### config.mk
export PLATFORM = sky130hd
export DESIGN_NAME = gwm_finish
export DESIGN_NICKNAME = d
export VERILOG_FILES = /design/src/rtl/gwm_pkg.sv /design/src/rtl/gwm_finish.sv
export SDC_FILE = /design/constraint.sdc
export NUM_CORES = 1
export LEC_CHECK = 0
export BUFFER_PORTS_ARGS = -buffer_cell sky130_fd_sc_hd__buf_2
export CAP_MARGIN = 25
export CORE_ASPECT_RATIO = 1.4
export CORE_MARGIN = 2
export CORE_UTILIZATION = 30
export CTS_CLUSTER_DIAMETER = 200
export DETAILED_ROUTE_END_ITERATION = 7
export HOLD_SLACK_MARGIN = 0.08
export PLACE_DENSITY = 0.59
export SYNTH_ARGS = -nofsm -noshare
export SYNTH_HDL_FRONTEND = slang
export SYNTH_SLANG_ARGS = --single-unit
### constraint.sdc
create_clock -name clk_i -period 31.4 [get_ports clk_i]
set_clock_uncertainty 0.1 [all_clocks]
set_input_delay 1.57 -clock clk_i [delete_from_list [all_inputs] [get_ports clk_i]]
set_output_delay 1.57 -clock clk_i [all_outputs]
set_load 0.1 [all_outputs]
### src/rtl/gwm_pkg.sv
// ----------------------------------------------------------------------------
// gwm_pkg: shared types and constants of the wildcard matcher
// Holds the item kinds, the wildcard character codes and the queue entry
// that travels from the front end to the match engine.
// ----------------------------------------------------------------------------
`default_nettype none

package gwm_pkg;

  // Pattern wildcard characters.
  localparam logic [7:0] CharStar  = 8'd42;
  localparam logic [7:0] CharQuest = 8'd63;

  // Depth of the queue between the front end and the engine.
  localparam int unsigned QueueDepth = 2;

  // Kind of an input item.
  typedef enum logic {
    FUNC_LOAD = 1'b0,
    FUNC_NAME = 1'b1
  } func_e;

  // One classified item waiting in the queue.
  typedef struct packed {
    func_e      func;
    logic [7:0] chr;
    logic       last;
    logic       is_star;
    logic       is_quest;
  } q_item_t;

  // Control handed from the engine to the result stage.
  typedef struct packed {
    logic valid;
    logic overflow;
  } res_ctrl_t;

endpackage

`default_nettype wire

### src/rtl/gwm_finish.sv
// ----------------------------------------------------------------------------
// gwm_finish: match decision and result register
// Closes the final position vector over trailing stars, picks the bit at
// the pattern end and holds the result until the output transfer.
// ----------------------------------------------------------------------------
`default_nettype none

module gwm_finish #(
  parameter int unsigned MaxPattern = 256
) (
  input  wire logic                            clk_i,
  input  wire logic                            rst_ni,
  input  wire gwm_pkg::res_ctrl_t              ctrl_i,
  input  wire logic [MaxPattern:0]             vec_i,
  input  wire logic [MaxPattern:0]             smask_i,
  input  wire logic [$clog2(MaxPattern+1)-1:0] len_i,
  output logic                                 ready_o,
  output logic                                 out_valid_o,
  input  wire logic                            out_ready_i,
  output logic                                 matched_o,
  output logic                                 pattern_overflow_o
);

  localparam int unsigned LenW = $clog2(MaxPattern + 1);

  logic                fin_valid_q, fin_ovf_q;
  logic [MaxPattern:0] vec_q, smask_q, vec_cl;
  logic [LenW-1:0]     len_q;
  logic                out_valid_q, matched_q, ovf_out_q;
  logic                out_load;

  assign out_load = !out_valid_q || out_ready_i;
  assign ready_o  = !fin_valid_q || out_load;

  // Trailing stars may still carry an active position to the pattern end.
  assign vec_cl = vec_q | (((vec_q & smask_q) + smask_q) ^ smask_q);

  always_ff @(posedge clk_i or negedge rst_ni) begin
    if (!rst_ni) begin
      fin_valid_q <= 1'b0;
      out_valid_q <= 1'b0;
    end else begin
      if (ready_o) begin
        fin_valid_q <= ctrl_i.valid;
      end
      if (out_load) begin
        out_valid_q <= fin_valid_q;
      end
    end
  end

  // Payload registers.
  always_ff @(posedge clk_i) begin
    if (ready_o && ctrl_i.valid) begin
      vec_q     <= vec_i;
      smask_q   <= smask_i;
      len_q     <= len_i;
      fin_ovf_q <= ctrl_i.overflow;
    end
    if (out_load && fin_valid_q) begin
      matched_q <= vec_cl[len_q];
      ovf_out_q <= fin_ovf_q;
    end
  end

  assign out_valid_o        = out_valid_q;
  assign matched_o          = matched_q;
  assign pattern_overflow_o = ovf_out_q;

endmodule

`default_nettype wire

==> results.toml <==
[place]
port_buffers = 530
dp_hpwl_mm = 139
globalplace.congestion = 1.01

[detailed_routing]
drt_wl_total_mm = 171
drc_errors = 0
vias_per_cell = 5.99
ant_nets = 0
via_count = 36600
firstDrtPassIters = 6
wl_per_cell_um = 28.0
drt_iter0_drc = 3870

[yosys]
ys_ff_latch = 527
synthDistinctLibCells = 113
synth_flop_cell = "edfxtp_1"
synth-async-reset-ratio_pct = 0.380
postSynthCellCount = 3901
ys_seq_area_share_pct = 43.6
ys_warn_count = 0
synth_area_per_cell_um2 = 9.29
netlist_area_mm2 = 0.0362
synth_nets = 4430
synth_edf_count = 525

[flow_run]
maxCapViolations = 0

[setup_path]
crit_chain = "nor2b_1, ha_1, a2111oi_0, o31ai_1, a31o_1, and4b_1, a211oi_2, o32ai_1, nor3_1, o31a_1, nand2_1, a21o_1, a2111oi_0, nor3_1, o311ai_1, a311oi_1, a211o_1"
critPathLaunchType = "flip-flop"
critPathMaxStageDelay_ns = 0.83
crit_required_ns = 31.67
crit_fanout = 5
endpoint_kind = "flip-flop"
critical_path_class = "flip-flop to flip-flop"
critPathSlowestCell = "a2111oi_0"
rrSetupSlack_ns = 24.49
worstPathArrival_ns = 7.18

[timing]
fmax_ghz = 0.145
grt_setup_unrepaired = "no"
hold_violations = 0
period_share_pct = 22.0
tns_ns = 0
drv_slew = 0
setup_viol = 0
layout_min_cycle_time_ns = 6.91
slew_headroom_pct = 26.5
max_slew.worst_pin.slew_ns = 1.09

[global_routing]
grt_usage_pct = 26.4
grt_max_degree = 92
antenna_found_initial = 7
grt_pass1_vias = 35400
grt_pass1_wl_mm = 242
overflow = 0

[floorplanning]
die_h_um = 415
die_w_um = 298
ios = 532
core_mm2 = 0.120
initial_utilization_pct = 30.3
rows = 150
die-area_mm2 = 0.124

[clock_network]
cts_tree = "yes"
h-tree-depth = 2
cts_setup_buffers = 0
ctsHoldBuffers = 0
cts.sinks = 527
numCtsBuffers = 54
cts_resized = 0
cts-root-buf = "clkbuf_16"
clk_pin_slew_ns = 0.06
clock_latency_ns = 0.66
clockBufferDepth = 3

[worst_hold_path]
hold_path_class = "flip-flop to flip-flop"

[power_and_ir_drop]
power_density_mw_per_mm2 = 44.3
leakage_nw = 14.9
ir_worst_vdd_mv = 0.0545

[final_layout]
nets = 4988
multi_input_area_mm2 = 0.0197
layout-drive-gt1-share_pct = 17.5
fillers = 12500
area_growth_pct = 18.1
fin_util_pct = 35.8
regArea_mm2 = 0.0158

[outcome]
status = "finished, final reports clean"
-- path summary, 6_finish.rpt --
| path | from | to | depth (start not counted) |
|---|---|---|---|
| min | fin_ovf_q | pattern_overflow_o | 0 |
| max in group asynchronous | rst_ni | fin_valid_q | 1 |
| min in group asynchronous | rst_ni | out_valid_o | 1 |
| min reg2reg | fin_ovf_q | pattern_overflow_o | 0 |
| max | smask_q[1] | matched_o | 17 |
| max reg2reg | smask_q[1] | matched_o | 17 |
-- per-stage QoR --
step | instances | total power [W] | hold WS, ns | setup WS (ns) | instance area (µm²)
detailed placement | 5997 | 0.00123 | 0.316 | 24.69 | 40900
global route | 6102 | 0.00196 | 0.342 | 24.32 | 42800
global placement | 5997 | 0.00123 | 0.302 | 24.66 | 40900
CTS | 6098 | 0.00190 | 0.343 | 24.61 | 42700
floorplan | 3901 | 0.00109 | 0.300 | 16.14 | 36200
finish | 6104 | 0.00190 | 0.329 | 24.49 | 42800
-- metal layers --
layer,up-vias,global-route usage [%],share of wire (%)
met2,1714,42.9,46
met3,332,3.78,6.7
met5,-,0,0.026
met1,17900,34.4,42
met4,8,12.9,5.4
li1,16600,-,-
-- worst max-delay path: cells and delay by family (launching register included) --
kind	cells	cell delay (ns)
AND/OR/NAND/NOR	5	1.55
AO/OA/AOI/OAI	11	4.32
flip-flops	1	0.45
adder cells (fa/ha/maj)	1	0.19
-- cell usage after synthesis, types with 27 or more instances --
cell type  number  area (µm²)
and4bb_2       43         538
o21bai_1       32         240
a21oi_1       313        1570
inv_1         116         435
nor2_1        332        1250
o211ai_1       36         270
a32oi_1        27         236
nor4_1         44         275
clkbuf_1       52         195
nand3_1       154         771
o21ai_0       275        1380
nor3b_1        27         203
nor4bb_1       66         661
nand2b_1       76         475
a21o_1        182        1370
nand4_1        67         419
a211oi_1       43         323
nor2b_1       132         826
nor3_1        114         571
a31oi_1        69         432
nand2_1       360        1350
edfxtp_1      525       15800
o31ai_1        43         323
and2_1         58         363
and3_1         44         275
o21a_1         91         683
-- report_power, final --
| group | leakage (nW) | internal, W | switching (W) |
|---|---|---|---|
| clock | 0.882 | 0.000375 | 0.000290 |
| sequential | 5.06 | 0.000832 | 0.0000798 |
| combinational | 9.00 | 0.000117 | 0.000201 |
-- cell type report --
type / instances / share of cell area (%)
repair buffers: 569 / 6.95
clock inverters: 38 / 0.956
well taps: 1596 / 4.67
multi-input cells: 3189 / 46.1
clock buffers: 63 / 3.29
flip-flops and latches: 527 / 37.0
diodes: 4 / 0.0234
inverters: 118 / 1.04
-- layout by cell type (no fill, tap or decap), types with 91 or more instances in the layout --
cell / synthesis / routed
nor2b_1: 132 / 132
inv_1: 116 / 115
nand3_1: 154 / 154
a21oi_1: 313 / 313
edfxtp_1: 525 / 525
nand2_1: 360 / 360
buf_2: 11 / 530
nor2_1: 332 / 331
nor3_1: 114 / 114
o21a_1: 91 / 91
a21o_1: 182 / 182
o21ai_0: 275 / 275
-- flip-flops by register name (all words and copies together) (netlist names) --
| register | cells |
|---|---|
| vec_q | 257 |
| fin_valid_q | 1 |
| out_valid_o | 1 |
| pattern_overflow_o | 1 |
| matched_o | 1 |
| smask_q | 256 |
| len_q | 9 |
| fin_ovf_q | 1 |
-- cells by family after synthesis --
logic type                 synth area share, %
AOI/OAI and AO/OA                         27.1
buffers and inverters                     1.95
and+or+nand+nor                           27.3
xor gates and xnor gates                0.0242
DFF                                       43.6
adders and majority gates               0.0345
muxes                                   0.0311
(Power assumes the default switching activity.)
