`src/rtl/gwm_pkg.sv`:
```
// ----------------------------------------------------------------------------
// gwm_pkg: shared types and constants of the wildcard matcher
// Holds the item kinds, the wildcard character codes and the queue entry
// that travels from the front end to the match engine.
// ----------------------------------------------------------------------------
`default_nettype none

package gwm_pkg;

  // Pattern wildcard characters.
  localparam logic [7:0] CharStar  = 8'd42;
  localparam logic [7:0] CharQuest = 8'd63;

  // Depth of the queue between the front end and the engine.
  localparam int unsigned QueueDepth = 2;

  // Kind of an input item.
  typedef enum logic {
    FUNC_LOAD = 1'b0,
    FUNC_NAME = 1'b1
  } func_e;

  // One classified item waiting in the queue.
  typedef struct packed {
    func_e      func;
    logic [7:0] chr;
    logic       last;
    logic       is_star;
    logic       is_quest;
  } q_item_t;

  // Control handed from the engine to the result stage.
  typedef struct packed {
    logic valid;
    logic overflow;
  } res_ctrl_t;

endpackage

`default_nettype wire

```
`src/rtl/gwm_engine.sv`:
```
// ----------------------------------------------------------------------------
// gwm_engine: pattern store and active position vector
// Writes pattern characters into a row of cells and advances the set of
// active pattern positions by one name character per cycle while fin_ready_i is high.
// ----------------------------------------------------------------------------
`default_nettype none

module gwm_engine #(
  parameter int unsigned MaxPattern = 256
) (
  input  wire logic                            clk_i,
  input  wire logic                            rst_ni,
  input  wire logic                            q_valid_i,
  input  wire gwm_pkg::q_item_t                q_item_i,
  output logic                                 q_pop_o,
  input  wire logic                            fin_ready_i,
  output gwm_pkg::res_ctrl_t                   fin_ctrl_o,
  output logic [MaxPattern:0]                  fin_vec_o,
  output logic [MaxPattern:0]                  fin_smask_o,
  output logic [$clog2(MaxPattern+1)-1:0]      fin_len_o
);

  localparam int unsigned LenW = $clog2(MaxPattern + 1);
  localparam int unsigned NPos = MaxPattern + 1;

  logic [LenW-1:0]       len_q, len0;
  logic                  closed_q, ovf_q;
  logic [NPos-1:0]       act_q;
  logic [7:0]            chr_q [MaxPattern];
  logic [MaxPattern-1:0] star_q, quest_q;

  logic [MaxPattern-1:0] vmask;
  logic [NPos-1:0]       smask, act_cl, nxt, start_vec;
  logic                  pop, is_load, is_name, wr_ok;

  assign pop     = q_valid_i && fin_ready_i;
  assign q_pop_o = pop;
  assign is_load = pop && (q_item_i.func == gwm_pkg::FUNC_LOAD);
  assign is_name = pop && (q_item_i.func == gwm_pkg::FUNC_NAME);

  assign start_vec = NPos'(1);

  // A closed pattern restarts at position zero on the next load.
  assign len0  = closed_q ? '0 : len_q;
  assign wr_ok = (len0 < LenW'(MaxPattern));

  // Positions inside the current pattern, and the stars among them.
  always_comb begin
    for (int i = 0; i < MaxPattern; i++) begin
      vmask[i] = (LenW'(i) < len_q);
      smask[i] = star_q[i] && vmask[i];
    end
    smask[MaxPattern] = 1'b0;
  end

  // Star closure: an active star also activates every position through the
  // end of its run of stars. The carry of the add walks each run.
  assign act_cl = act_q | (((act_q & smask) + smask) ^ smask);

  // One step of the position automaton for the current name character.
  always_comb begin
    nxt = '0;
    for (int i = 0; i < MaxPattern; i++) begin
      if (act_cl[i] && vmask[i]) begin
        if (star_q[i]) begin
          nxt[i] = 1'b1;
        end else if (quest_q[i] || (chr_q[i] == q_item_i.chr)) begin
          nxt[i+1] = 1'b1;
        end
      end
    end
  end

  // Hand the final vector of a name to the result stage.
  assign fin_ctrl_o.valid    = is_name && q_item_i.last;
  assign fin_ctrl_o.overflow = ovf_q;
  assign fin_vec_o           = nxt;
  assign fin_smask_o         = smask;
  assign fin_len_o           = len_q;

  // Pattern bookkeeping and the active position vector.
  always_ff @(posedge clk_i or negedge rst_ni) begin
    if (!rst_ni) begin
      len_q    <= '0;
      closed_q <= 1'b1;
      ovf_q    <= 1'b0;
      act_q    <= NPos'(1);
    end else if (is_load) begin
      len_q    <= wr_ok ? (len0 + LenW'(1)) : len0;
      ovf_q    <= (ovf_q && !closed_q) || !wr_ok;
      closed_q <= q_item_i.last;
      act_q    <= start_vec;
    end else if (is_name) begin
      act_q <= q_item_i.last ? start_vec : nxt;
    end
  end

  // Pattern cells are written only at the current length, below MaxPattern, and need no reset.
  always_ff @(posedge clk_i) begin
    for (int i = 0; i < MaxPattern; i++) begin
      if (is_load && wr_ok && (len0 == LenW'(i))) begin
        chr_q[i]   <= q_item_i.chr;
        star_q[i]  <= q_item_i.is_star;
        quest_q[i] <= q_item_i.is_quest;
      end
    end
  end

endmodule

`default_nettype wire

```
`config.mk`:
```
export PLATFORM = sky130hd
export DESIGN_NAME = gwm_engine
export DESIGN_NICKNAME = d
export VERILOG_FILES = /design/src/rtl/gwm_pkg.sv /design/src/rtl/gwm_engine.sv
export SDC_FILE = /design/constraint.sdc
export NUM_CORES = 2
export LEC_CHECK = 0
export BUFFER_PORTS_ARGS = -buffer_cell sky130_fd_sc_hd__buf_4
export CAP_MARGIN = 5
export CORE_ASPECT_RATIO = 1.75
export CORE_UTILIZATION = 26
export CTS_CLUSTER_SIZE = 40
export DETAILED_ROUTE_END_ITERATION = 8
export PLACE_DENSITY = 0.37
export SLEW_MARGIN = 0
export SYNTH_ARGS = -nofsm -noshare
export SYNTH_HDL_FRONTEND = slang
export SYNTH_SLANG_ARGS = --single-unit
export TNS_END_PERCENT = 10
```
`constraint.sdc`:
```
create_clock -name clk_i -period 7.4 [get_ports clk_i]
set_input_delay 1.11 -clock clk_i [delete_from_list [all_inputs] [get_ports clk_i]]
set_output_delay 1.11 -clock clk_i [all_outputs]
set_load 0.05 [all_outputs]
```
==> parameters.txt <==
Parameter                              Value

Synthesis
  Top FF cell, synth    edfxtp_1
  List of most frequent post-synthesis cells    edfxtp_1 (2560), xor2_1 (1523), nor2_1 (963)
  Library cell occupying the most area in the post-synthesis netlist    edfxtp_1
  Sequential area share after synthesis    0.592
  Number of unique standard cell types used by synthesis    140
  Number of flops mapped to enable cells by yosys    2560
  Most numerous cell in the Yosys netlist    edfxtp_1
  Share of async-settable or async-resettable flops after synthesis    0.0944
  Warning count from the yosys run    0
  Area share of the largest cell type after synthesis    0.544
  Mean cell area of the mapped netlist    12.0 um^2
  Synth top area cells    edfxtp_1 (54%), xor2_1 (9.4%), dfrtp_1 (4.7%), xnor2_1 (3.3%), nor2_1 (2.6%)
  Flip-flop and latch count after synthesis    2827
  Gate Count Post-Synth    11790
  Post-synthesis net count    11811
  Netlist area before placement    141000 um^2

Worst setup path
  Kind of launch point of the worst setup path    flop
  Crit Path Max Fanout    9
  Category of the most critical setup path    flop to primary output
  Worst Path Arrival    6930 ps
  Critical register-to-register path endpoint    act_q[236]
  Internal reg-to-reg setup slack    1020 ps
  Required time worst endpoint    6290 ps
  Worst r2r src    fin_len_o[8]
  Element type at the critical path end    primary output
  Depth of the most critical reg-to-reg path    27
  Setup crit start    fin_len_o[8]

CTS
  Sink count of the clock tree    2827
  Clock tree from TritonCTS    yes
  CTS root buf    clkbuf_16
  Clock slew at the register clock pins of the worst setup and hold paths    80 ps
  Worst-case clock buffer depth    4
  Total clock buffers created by CTS    308
  Insertion delay to the later sink of the worst-skew pair    970 ps
  # H-tree levels    5

Pwr
  Clock network fraction of design power    0.415
  Portion of total power attributed to combinational logic    0.134
  Cell internal power dissipation    0.0278 W
  Overall power of the completed layout    0.0387 W
  Proportion of total power due to net switching    0.282
  Switching power    0.0109 W
  Max VDD drop    0.219 mV
  Leakage power    70.3 nW
  Power share of the sequential group    0.451
  Power density over the cells    202 nW/um^2

Timing
  Slew of the pin with the lowest slew margin    1470 ps
  Setup repair after global routing missed its margin    true
  Setup violators final    156
  Highest achievable clock rate    0.124 GHz
  Setup TNS    -44120 ps
  Worst slack on hold paths    222 ps
  Final critical delay including setup and external delays    8040 ps
  Clock Skew    81.7 ps
  Worst path setup slack after routing    -643 ps
  Final count of hold timing violations    0
  Relative max-transition margin    0.0184
  Final Cycle Share    1.09
  Max-slew violations    0

GRT
  Initial antenna violation count    100
  Total congestion overflow after global routing    0
  Combined global-route utilization of all metal layers    0.329
  Vias in the first global route    120839
  Global-route wire length before repair    1190000 um
  Largest net degree at the start of global routing    100

Finish
  Layout cell share with drive strength beyond 1    0.308
  Share of the core filled with cells    0.355
  Count of placed standard cells in the final layout, fillers left out    22597
  Final nets    14953
  Layout-stage area growth over the synthesis result    35.7%

Detailed routing
  Vias    119073
  Number of design-rule violations left by the first detailed-router iteration    9612
  Number of vias per cell    5.27
  Wire length per cell after detailed routing    41.0 um
  Drt drc    424
  Number of iterations in the first detailed-routing pass    9
  Post-Route WL    926000 um
  Number of routed nets with antenna violations    0

Die
  Die area    546000 um^2
  Count of pins on the block boundary    542
  Number of rows created at floorplan    357
  Vertical die dimension    977 um
  Floorplan Core Area    540000 um^2
  Die Span X    559 um
  Effective utilization at floorplan    0.261

Run
  Count of max-cap constraint violations    0

Run status
  Failing checks    DRC, setup timing
  Outcome    finished, violations left

Placement
  Placed Cells incl. Taps    21629
  Count of port buffers added during placement    540
  Final estimated routing congestion in global placement    1.07
  Detail Placement HPWL    738000 um

Hold path
  Worst hold path type    primary input to asynchronous set/reset pin
==> power by group through the flow <==
stage | clock network [W] | logic (W) | registers [W]
finish | 0.0160 | 0.00519 | 0.0175
detailed placement | 0 | 0.00444 | 0.0178
global placement | 0 | 0.00442 | 0.0178
floorplan | 0 | 0.00171 | 0.0178
CTS | 0.0164 | 0.00477 | 0.0175
global route | 0.0169 | 0.00521 | 0.0175
==> kinds of logic after synthesis <==
family                     Yosys count  share of synthesized area
other                                1                  0.0000265
AOI/OAI and AO/OA                 2614                      0.128
muxes                                1                  0.0000797
adders and majority gates            5                   0.000443
buffers and inverters              910                     0.0281
and+or+nand+nor                   3383                      0.124
DFF                               2827                      0.592
xor gates and xnor gates          2049                      0.127
==> layer usage <==
metal	track usage	wire, um	vias up
li1	-	-	50781
met1	0.305	292000	61000
met3	0.0529	44600	2296
met2	0.582	465000	4978
met4	0.374	125000	18
met5	0	110	-
==> state kept, by name (all words and copies together), names as in the netlist <==
signal,flops
quest_q,256
star_q,256
fin_len_o,9
act_q,256
ovf_q,1
chr_q,2048
closed_q,1
==> cell usage in the layout, fill, tap and decap left out, types with 53 or more instances in the layout <==
| cell | count |
|---|---|
| buf_4 | 2998 |
| edfxtp_1 | 2560 |
| xor2_1 | 1523 |
| nor2_1 | 925 |
| nand2_1 | 578 |
| a21oi_1 | 560 |
| xnor2_1 | 526 |
| nor4_1 | 432 |
| o21ai_0 | 385 |
| clkbuf_16 | 328 |
| inv_1 | 323 |
| dfrtp_1 | 256 |
| diode_2 | 241 |
| a22o_1 | 240 |
| nand4_1 | 187 |
| buf_12 | 186 |
| nand3_1 | 175 |
| nor3_1 | 175 |
| buf_6 | 130 |
| nand2b_1 | 103 |
| a21o_1 | 93 |
| o211ai_1 | 87 |
| o21ai_1 | 77 |
| or3_1 | 76 |
| or4_1 | 72 |
| nor2b_1 | 68 |
| a211oi_1 | 67 |
| o21bai_1 | 66 |
| a21oi_2 | 63 |
| a31oi_1 | 60 |
| o21a_1 | 58 |
| and2_1 | 58 |
| and3_1 | 53 |
==> layout make-up <==
cell class	count	area, um^2
tap	7180	8980
clock inverter	180	1960
antenna	241	603
fill	54072	349000
inverter	354	1350
multi-input combinational	8053	57800
timing repair buffer	3388	29300
clock buffer	374	8150
sequential	2827	83600
==> worst max-delay path by stage <==
stage                           to  depth (start not counted)
detailed placement  fin_vec_o[245]                         24
global route        fin_vec_o[251]                         27
floorplan           fin_vec_o[110]                         15
finish              fin_vec_o[236]                         25
global placement    fin_vec_o[245]                         24
CTS                 fin_vec_o[236]                         27
==> metrics by stage <==
step	instance area, um^2	setup WS, ps
2_1_floorplan	141000	-77.7
3_3_place_gp	174000	-1510
3_5_place_dp	174000	-1500
4_1_cts	188000	-790
5_1_grt	192000	-671
6_report	192000	-643
==> repair_timing <==
action / CTS / global route
setup buffers: 58 / 94
pin swaps: 98 / 132
gates cloned: 10 / 16
endpoints found under the setup margin: 215 / 180
hold buffers: 0 / 0
resized for setup: 524 / 475
==> worst max-delay path, cell delays in order, from the launching register on <==
cell and delay [ps]:
dfrtp_4 530, buf_12 170, buf_16 160, buf_12 140, buf_4 190, and4bb_4 460
buf_4 250, nand2_1 270, nand3_2 230, buf_4 160, inv_1 100, o211a_1 300
a31o_2 270, a211o_1 290, a21oi_1 180, o31a_1 340, o31ai_2 140, a221oi_2 250
buf_4 220, o21ai_2 70, buf_4 150, buf_4 140, a211o_4 370, o211ai_1 250
o21ai_4 120, buf_6 180
No activity file was read; power rests on OpenSTA's default activity.
