**src/rtl/gwm_pkg.sv**
```systemverilog
// ----------------------------------------------------------------------------
// gwm_pkg: shared types and constants of the wildcard matcher
// Holds the item kinds, the wildcard character codes and the queue entry
// that travels from the front end to the match engine.
// ----------------------------------------------------------------------------
`default_nettype none

package gwm_pkg;

  // Pattern wildcard characters.
  localparam logic [7:0] CharStar  = 8'd42;
  localparam logic [7:0] CharQuest = 8'd63;

  // Depth of the queue between the front end and the engine.
  localparam int unsigned QueueDepth = 2;

  // Kind of an input item.
  typedef enum logic {
    FUNC_LOAD = 1'b0,
    FUNC_NAME = 1'b1
  } func_e;

  // One classified item waiting in the queue.
  typedef struct packed {
    func_e      func;
    logic [7:0] chr;
    logic       last;
    logic       is_star;
    logic       is_quest;
  } q_item_t;

  // Control handed from the engine to the result stage.
  typedef struct packed {
    logic valid;
    logic overflow;
  } res_ctrl_t;

endpackage

`default_nettype wire

```
**src/rtl/gwm_front.sv**
```systemverilog
// ----------------------------------------------------------------------------
// gwm_front: input acceptance and classification
// Takes input transfers, decodes the item kind and the wildcard flags, and
// holds the classified items in a short queue in front of the engine.
// ----------------------------------------------------------------------------
`default_nettype none

module gwm_front (
  input  wire logic             clk_i,
  input  wire logic             rst_ni,
  input  wire logic             in_valid_i,
  output logic                  in_ready_o,
  input  wire logic             func_i,
  input  wire logic [7:0]       char_code_i,
  input  wire logic             last_i,
  output logic                  q_valid_o,
  output gwm_pkg::q_item_t      q_item_o,
  input  wire logic             q_pop_i
);

  localparam int unsigned CntW = $clog2(gwm_pkg::QueueDepth + 1);

  logic [CntW-1:0]  cnt_q, cnt_d;
  logic             wr_ptr_q, rd_ptr_q;
  gwm_pkg::q_item_t mem_q [gwm_pkg::QueueDepth];
  gwm_pkg::q_item_t item;
  logic             push;

  // Classify the incoming character once, so the engine gets the wildcard flags ready-made.
  always_comb begin
    item.func     = gwm_pkg::func_e'(func_i);
    item.chr      = char_code_i;
    item.last     = last_i;
    item.is_star  = (char_code_i == gwm_pkg::CharStar);
    item.is_quest = (char_code_i == gwm_pkg::CharQuest);
  end

  // Queue occupancy; a push and a pop may happen in the same cycle.
  assign in_ready_o = (cnt_q != CntW'(gwm_pkg::QueueDepth));
  assign push       = in_valid_i && in_ready_o;
  assign q_valid_o  = (cnt_q != '0);
  assign q_item_o   = mem_q[rd_ptr_q];

  always_comb begin
    cnt_d = cnt_q;
    if (push && !q_pop_i) begin
      cnt_d = cnt_q + CntW'(1);
    end else if (!push && q_pop_i) begin
      cnt_d = cnt_q - CntW'(1);
    end
  end

  always_ff @(posedge clk_i or negedge rst_ni) begin
    if (!rst_ni) begin
      cnt_q    <= '0;
      wr_ptr_q <= 1'b0;
      rd_ptr_q <= 1'b0;
    end else begin
      cnt_q <= cnt_d;
      if (push) begin
        wr_ptr_q <= ~wr_ptr_q;
      end
      if (q_pop_i) begin
        rd_ptr_q <= ~rd_ptr_q;
      end
    end
  end

  // Queue storage needs no reset.
  always_ff @(posedge clk_i) begin
    if (push) begin
      mem_q[wr_ptr_q] <= item;
    end
  end

endmodule

`default_nettype wire

```
**config.mk**
```make
export PLATFORM = sky130hd
export DESIGN_NAME = gwm_front
export DESIGN_NICKNAME = d
export VERILOG_FILES = /design/src/rtl/gwm_pkg.sv /design/src/rtl/gwm_front.sv
export SDC_FILE = /design/constraint.sdc
export NUM_CORES = 1
export LEC_CHECK = 0
export ABC_CLOCK_PERIOD_IN_PS = 1460
export BUFFER_PORTS_ARGS = -buffer_cell sky130_fd_sc_hd__clkbuf_2
export CORE_AREA = 2 2 53 55
export CTS_CLUSTER_DIAMETER = 200
export CTS_CLUSTER_SIZE = 14
export DETAILED_ROUTE_END_ITERATION = 8
export DIE_AREA = 0 0 55 57
export MAX_ROUTING_LAYER = met4
export PLACE_DENSITY = 0.74
export SLEW_MARGIN = 5
export SYNTH_ARGS = -nofsm -noshare
export SYNTH_HDL_FRONTEND = slang
export SYNTH_SLANG_ARGS = --single-unit
export TNS_END_PERCENT = 20
```
**constraint.sdc**
```tcl
create_clock -name clk_i -period 1.46 [get_ports clk_i]
set_input_delay 0.146 -clock clk_i [delete_from_list [all_inputs] [get_ports clk_i]]
set_output_delay 0.146 -clock clk_i [all_outputs]
set_load 0.01 [all_outputs]
```
==> flow_summary.toml, run 1 <==
[finish]
stdcell_area_um2 = 1440
fillers = 230
multiInputGateArea_um2 = 319
seq_area_um2 = 821
nets = 114
antenna_cells = 0
layout_commonest_cell = "clkbuf_2"
area_growth_syn_to_layout_pct = 28.0
fin_util_pct = 55.2
layout_common_cells = "27 x clkbuf_2, 24 x edfxtp_1, 12 x mux2_4, 4 x dfrtp_1, 4 x dlygate4sd3_1"
drive_gt1_share_pct = 53.1

[placement]
dp_hpwl_um = 1310
place.gp.congestion = 0.705
placed_cell_area_um2 = 1340
port_buffers = 27

[pwr]
p_total_mw = 2.64
p_leak_nw = 0.606
p_per_area_nw_per_um2 = 1830
peakVddDrop_v = 0.00132

[worst_setup_path]
r2r-end = "cnt_q[1]$_DFFE_PN0P_"
max_stage_delay_ps = 440
cp_slowest_cell = "dfrtp_1"
setup.worst_path.end_class = "output port"
rrSetupSlack_ps = 70
cp_num_buf_inv = 2
crit_path_max_fanout = 12
cpLargestDelayFamily = "flip-flops"
worstSetupPathType = "reg -> out"
cp_cell_sequence = "buf_12 -> mux2_4 -> clkbuf_2"
r2r-start = "cnt_q[0]$_DFFE_PN0P_"
critPathRequiredTime_ps = 1310
r2r_cells = 7
worst_setup_path_start_kind = "register"
cp.arrival_ps = 1360

[timing]
finalCritPeriodShare_pct = 103
setup_viol = 12
drv_slew = 0
tns_ps = -416
finalWorstSetupSlack_ps = -42.0
hold_ws_ps = 42.5
hold_viol = 0
rsz0062_at_grt = "yes"
finClkSkew_ps = 6.85
period_minus_slack_ps = 1500
max_freq_mhz = 666
max-slew-margin-rel_pct = 78.9
tightestPinTransition_ps = 313

[cts]
htree_levels = 1
cts.sinks = 28
clock-root-buffer = "clkbuf_4"
cts.clk_slew.worst_paths_ps = 140
cts_tree = "done"
clk_path_buf_depth = 2
cts_buffers = 3
clkLatencyLatePin_ps = 310

[status]
violations = "negative setup slack"
status = "finished with violations"

[drt]
ant_nets = 0
wirelength_um = 1880
first_pass_iters = 4
drt_first_iter_violations = 7
drc_errors = 0
vias = 620
wl_per_cell_um = 14.6
via_per_inst = 4.81

[flow_run]
maxCapViolCount = 0

[global_route]
gr-usage-met3_pct = 2.36
busiest_layer = "met2"
grt_pass1_vias = 638
grt_usage_pct = 12.6
grt_util_met1_pct = 15.2
antenna_found_initial = 0
use_met2_pct = 20.2
grt_max_degree = 16
grt.overflow.total = 0
grt_first_pass_wirelength_um = 2750

[die]
die_height_um = 57
die_area_um2 = 3140
fp-row-count = 19
fp.coreArea_um2 = 2620
io_pins = 28
fp.dieW_um = 55
initial_utilization_pct = 43.1

[worst_hold_path]
hold_class = "in -> reg"
holdPathStages = 1
hold_end = "mem_q[0][4]$_DFFE_PP_"
worstHoldStart = "char_code_i[1]"

[logic_synthesis]
syn-cell-area_um2 = 1130
synth-seq-cells = 28
ys.flop_type = "edfxtp_1"
async_flop_share_pct = 14.3
synth-edff-count = 24
synthCells = 60
avgSynthCellArea_um2 = 18.8
ys_types = 17
ys_seq_area_share_pct = 72.8
yosysWarnings = 0
syn_nets = 75
layout make-up:
class / instances / area share [%]
Clock buffer: 4 / 1.82
Timing Repair Buffer: 35 / 16.0
Tap cell: 31 / 2.69
Multi-Input combinational cell: 29 / 22.1
Sequential cell: 28 / 56.9
Inverter: 2 / 0.520
worst max path at each step:
stage | from | endpoint | slack [ps] | cells past startpoint
after floorplan | cnt_q[0]$_DFFE_PN0P_ | cnt_q[1]$_DFFE_PN0P_ | 100 | 6
after CTS | rd_ptr_q$_DFFE_PN0P_ | q_item_o[9] | -40 | 3
after global routing | rd_ptr_q$_DFFE_PN0P_ | q_item_o[8] | -90 | 3
final | rd_ptr_q$_DFFE_PN0P_ | q_item_o[10] | -40 | 3
after global placement | cnt_q[0]$_DFFE_PN0P_ | cnt_q[1]$_DFFE_PN0P_ | 100 | 7
after detailed placement | cnt_q[0]$_DFFE_PN0P_ | cnt_q[1]$_DFFE_PN0P_ | 5 | 6
cells in the mapped netlist, types with 2 or more instances:
cell type   n  area share (%)
xnor2_1     2             1.6
mux2_4      9              12
xor2_1      3             2.3
edfxtp_1   24              64
mux2_2      3             3.0
nor2_1      4             1.3
inv_1       2            0.67
dfrtp_1     4             8.9
metrics by stage:
stage | setup slack (ps) | cells
global route | -89.1 | 129
CTS | -41.5 | 127
finish | -42.0 | 129
detailed placement | 4.97 | 120
floorplan | 100 | 60
global placement | 98.9 | 120
timing repair:
item / 4_1_cts / 5_1_grt
endpoints found under the hold margin: 5 / 3
cloned: 0 / 0
buffers inserted: 1 / 0
hold buffers: 2 / 2
resized for setup: 4 / 2
endpoints found under the setup margin: 13 / 13
cells by family (layout without fill, tap and decap cells):
kind of cell             count (synthesis)  count (layout)  share of synthesized area, %
buffers and inverters                    3              41                          1.66
flip-flops                              28              28                          72.8
multiplexers                            12              12                          15.0
XOR/XNOR                                 5               5                          3.89
AND/OR/NAND/NOR                         11              11                          5.55
adder cells (fa/ha/maj)                  1               1                          1.11
sequential cells by signal (all words and copies together) (netlist names):
name / cells
cnt_q: 2
mem_q: 24
rd_ptr_q: 1
wr_ptr_q: 1
report_power, final:
| group | internal [mW] | switching, mW |
|---|---|---|
| combinational | 0.621 | 0.491 |
| sequential | 1.11 | 0.110 |
| clock | 0.107 | 0.208 |
| total | 1.84 | 0.809 |
layer usage:
metal  up-vias  wire length [µm]
met3         2                90
met2        18              1010
met1       302               757
met4         0                21
met5         -                 0
li1        298                 -
Note: power is estimated with default switching activity, not from simulation.
==> run 2, diff against run 1 <==
--- a/config.mk
+++ b/config.mk
@@ -8,12 +8,13 @@
 export ABC_CLOCK_PERIOD_IN_PS = 1460
 export BUFFER_PORTS_ARGS = -buffer_cell sky130_fd_sc_hd__clkbuf_2
 export CORE_AREA = 2 2 53 55
+export CTS_BUF_LIST = sky130_fd_sc_hd__clkbuf_16
 export CTS_CLUSTER_DIAMETER = 200
 export CTS_CLUSTER_SIZE = 14
 export DETAILED_ROUTE_END_ITERATION = 8
 export DIE_AREA = 0 0 55 57
 export MAX_ROUTING_LAYER = met4
-export PLACE_DENSITY = 0.74
+export PLACE_DENSITY = 0.71
 export SLEW_MARGIN = 5
 export SYNTH_ARGS = -nofsm -noshare
 export SYNTH_HDL_FRONTEND = slang
==> flow_summary.toml, run 2 (synthesized netlist as in run 1, its figures left out) <==
[status]
status = "complete, no violations"

[cts]
clkLatencyLatePin_ps = 260
cts_tree = "done"
cts_buffers = 3
cts.sinks = 28
htree_levels = 1
clk_path_buf_depth = 2
clock-root-buffer = "clkbuf_16"
cts.clk_slew.worst_paths_ps = 70

[finish]
layout_common_cells = "27 x clkbuf_2, 24 x edfxtp_1, 10 x mux2_4, 4 x clkbuf_16"
nets = 113
stdcell_area_um2 = 1500
reg.largest.list = "mem_q x24, cnt_q x2"
layout_commonest_cell = "clkbuf_2"
area_growth_syn_to_layout_pct = 33.3
antenna_cells = 0
top_register = "mem_q"
drive_gt1_share_pct = 55.7
largest_reg_flops = 24

[timing]
period_minus_slack_ps = 1460
drv_slew = 0
finClkSkew_ps = 3.93
finalCritPeriodShare_pct = 99.8
max_freq_mhz = 687
tightestPinTransition_ps = 326
hold_ws_ps = 73.8
rsz0062_at_grt = "yes"
hold_viol = 0
setup_viol = 0
max-slew-margin-rel_pct = 78.0

[drt]
first_pass_iters = 2
wl_per_cell_um = 14.9
wirelength_um = 1910
via_per_inst = 4.80
vias = 615
ant_nets = 0
drt_first_iter_violations = 11
drc_errors = 0

[worst_setup_path]
cp.arrival_ps = 1310
critPathRequiredTime_ps = 1310
crit_path_max_fanout = 6
r2r_cells = 7
setup.worst_path.end_class = "output port"
worst_setup_path_start_kind = "register"
worstSetupPathType = "reg -> out"

[worst_hold_path]
holdPathStages = 1
hold_class = "in -> reg"

[global_route]
grt_pass1_vias = 648
grt_max_degree = 17
grt_usage_pct = 13.4
grt.overflow.total = 0
grt_first_pass_wirelength_um = 2830
antenna_found_initial = 0

[placement]
place.gp.congestion = 0.646
port_buffers = 27
dp_hpwl_um = 1300
placed_cell_area_um2 = 1340

[die]
die_area_um2 = 3140
die_height_um = 57
io_pins = 28
fp-row-count = 19
fp.coreArea_um2 = 2620
fp.dieW_um = 55
initial_utilization_pct = 43.1

[pwr]
peakVddDrop_v = 0.00144
p_leak_nw = 0.637
p_per_area_nw_per_um2 = 2120

[flow_run]
maxCapViolCount = 0
[run 2: report_power, final]
| group | switching [mW] | internal (mW) |
|---|---|---|
| sequential | 0.106 | 1.11 |
| combinational | 0.500 | 0.665 |
| clock | 0.249 | 0.545 |
| total | 0.855 | 2.32 |
[run 2: path summary, 6_finish.rpt]
path	start	end	slack (ps)
setup / recovery	rd_ptr_q$_DFFE_PN0P_	q_item_o[1]	4
hold / removal	last_i	mem_q[1][2]$_DFFE_PP_	70
setup reg to reg	cnt_q[0]$_DFFE_PN0P_	cnt_q[1]$_DFFE_PN0P_	80
hold reg to reg	wr_ptr_q$_DFFE_PN0N_	wr_ptr_q$_DFFE_PN0N_	520
max in group asynchronous	rst_ni	rd_ptr_q$_DFFE_PN0P_	1100
min in group asynchronous	rst_ni	rd_ptr_q$_DFFE_PN0P_	220
[run 2: worst max-delay path, cell delays in order, from the launching register on]
cell	delay (ps)
dfrtp_2	450
clkbuf_16	180
mux2_4	290
clkbuf_2	130
[run 2: repair_timing]
action | CTS | global route
resized for setup | 1 | 2
hold buffers | 1 | 0
setup buffers | 1 | 1
setup endpoints to repair | 4 | 5
gates cloned | 0 | 1
hold endpoints to repair | 4 | 0
pin swaps | 0 | 0
[run 2: per-layer routing]
| metal | track usage [%] | vias up | share of wire [%] |
|---|---|---|---|
| met3 | 2.36 | 2 | 4.6 |
| met5 | - | - | 0 |
| met1 | 13.7 | 301 | 39 |
| met4 | 6.27 | 0 | 0.68 |
| met2 | 23.6 | 16 | 56 |
| li1 | - | 296 | - |
[run 2: area by class of cell]
class | instances | area, µm²
clock buffer | 3 | 75.1
clock inverter | 1 | 30.0
fill | 221 | 1110
inverter | 2 | 7.51
multi-input combinational | 29 | 297
sequential | 28 | 822
tap | 31 | 38.8
timing repair buffer | 34 | 233
[run 2: stage by stage]
stage | worst slack, ps | power, mW | std cells | setup TNS (ps) | util [%]
CTS | -14.2 | 3.10 | 126 | -26.1 | 56.1
finish | 3.59 | 3.18 | 128 | 0 | 57.5
global placement | 98.3 | 2.23 | 120 | 0 | 51.2
detailed placement | -12.1 | 2.28 | 120 | -12.1 | 51.2
floorplan | 100 | 1.88 | 60 | 0 | -
global route | -29.2 | 3.34 | 128 | -193 | 57.5
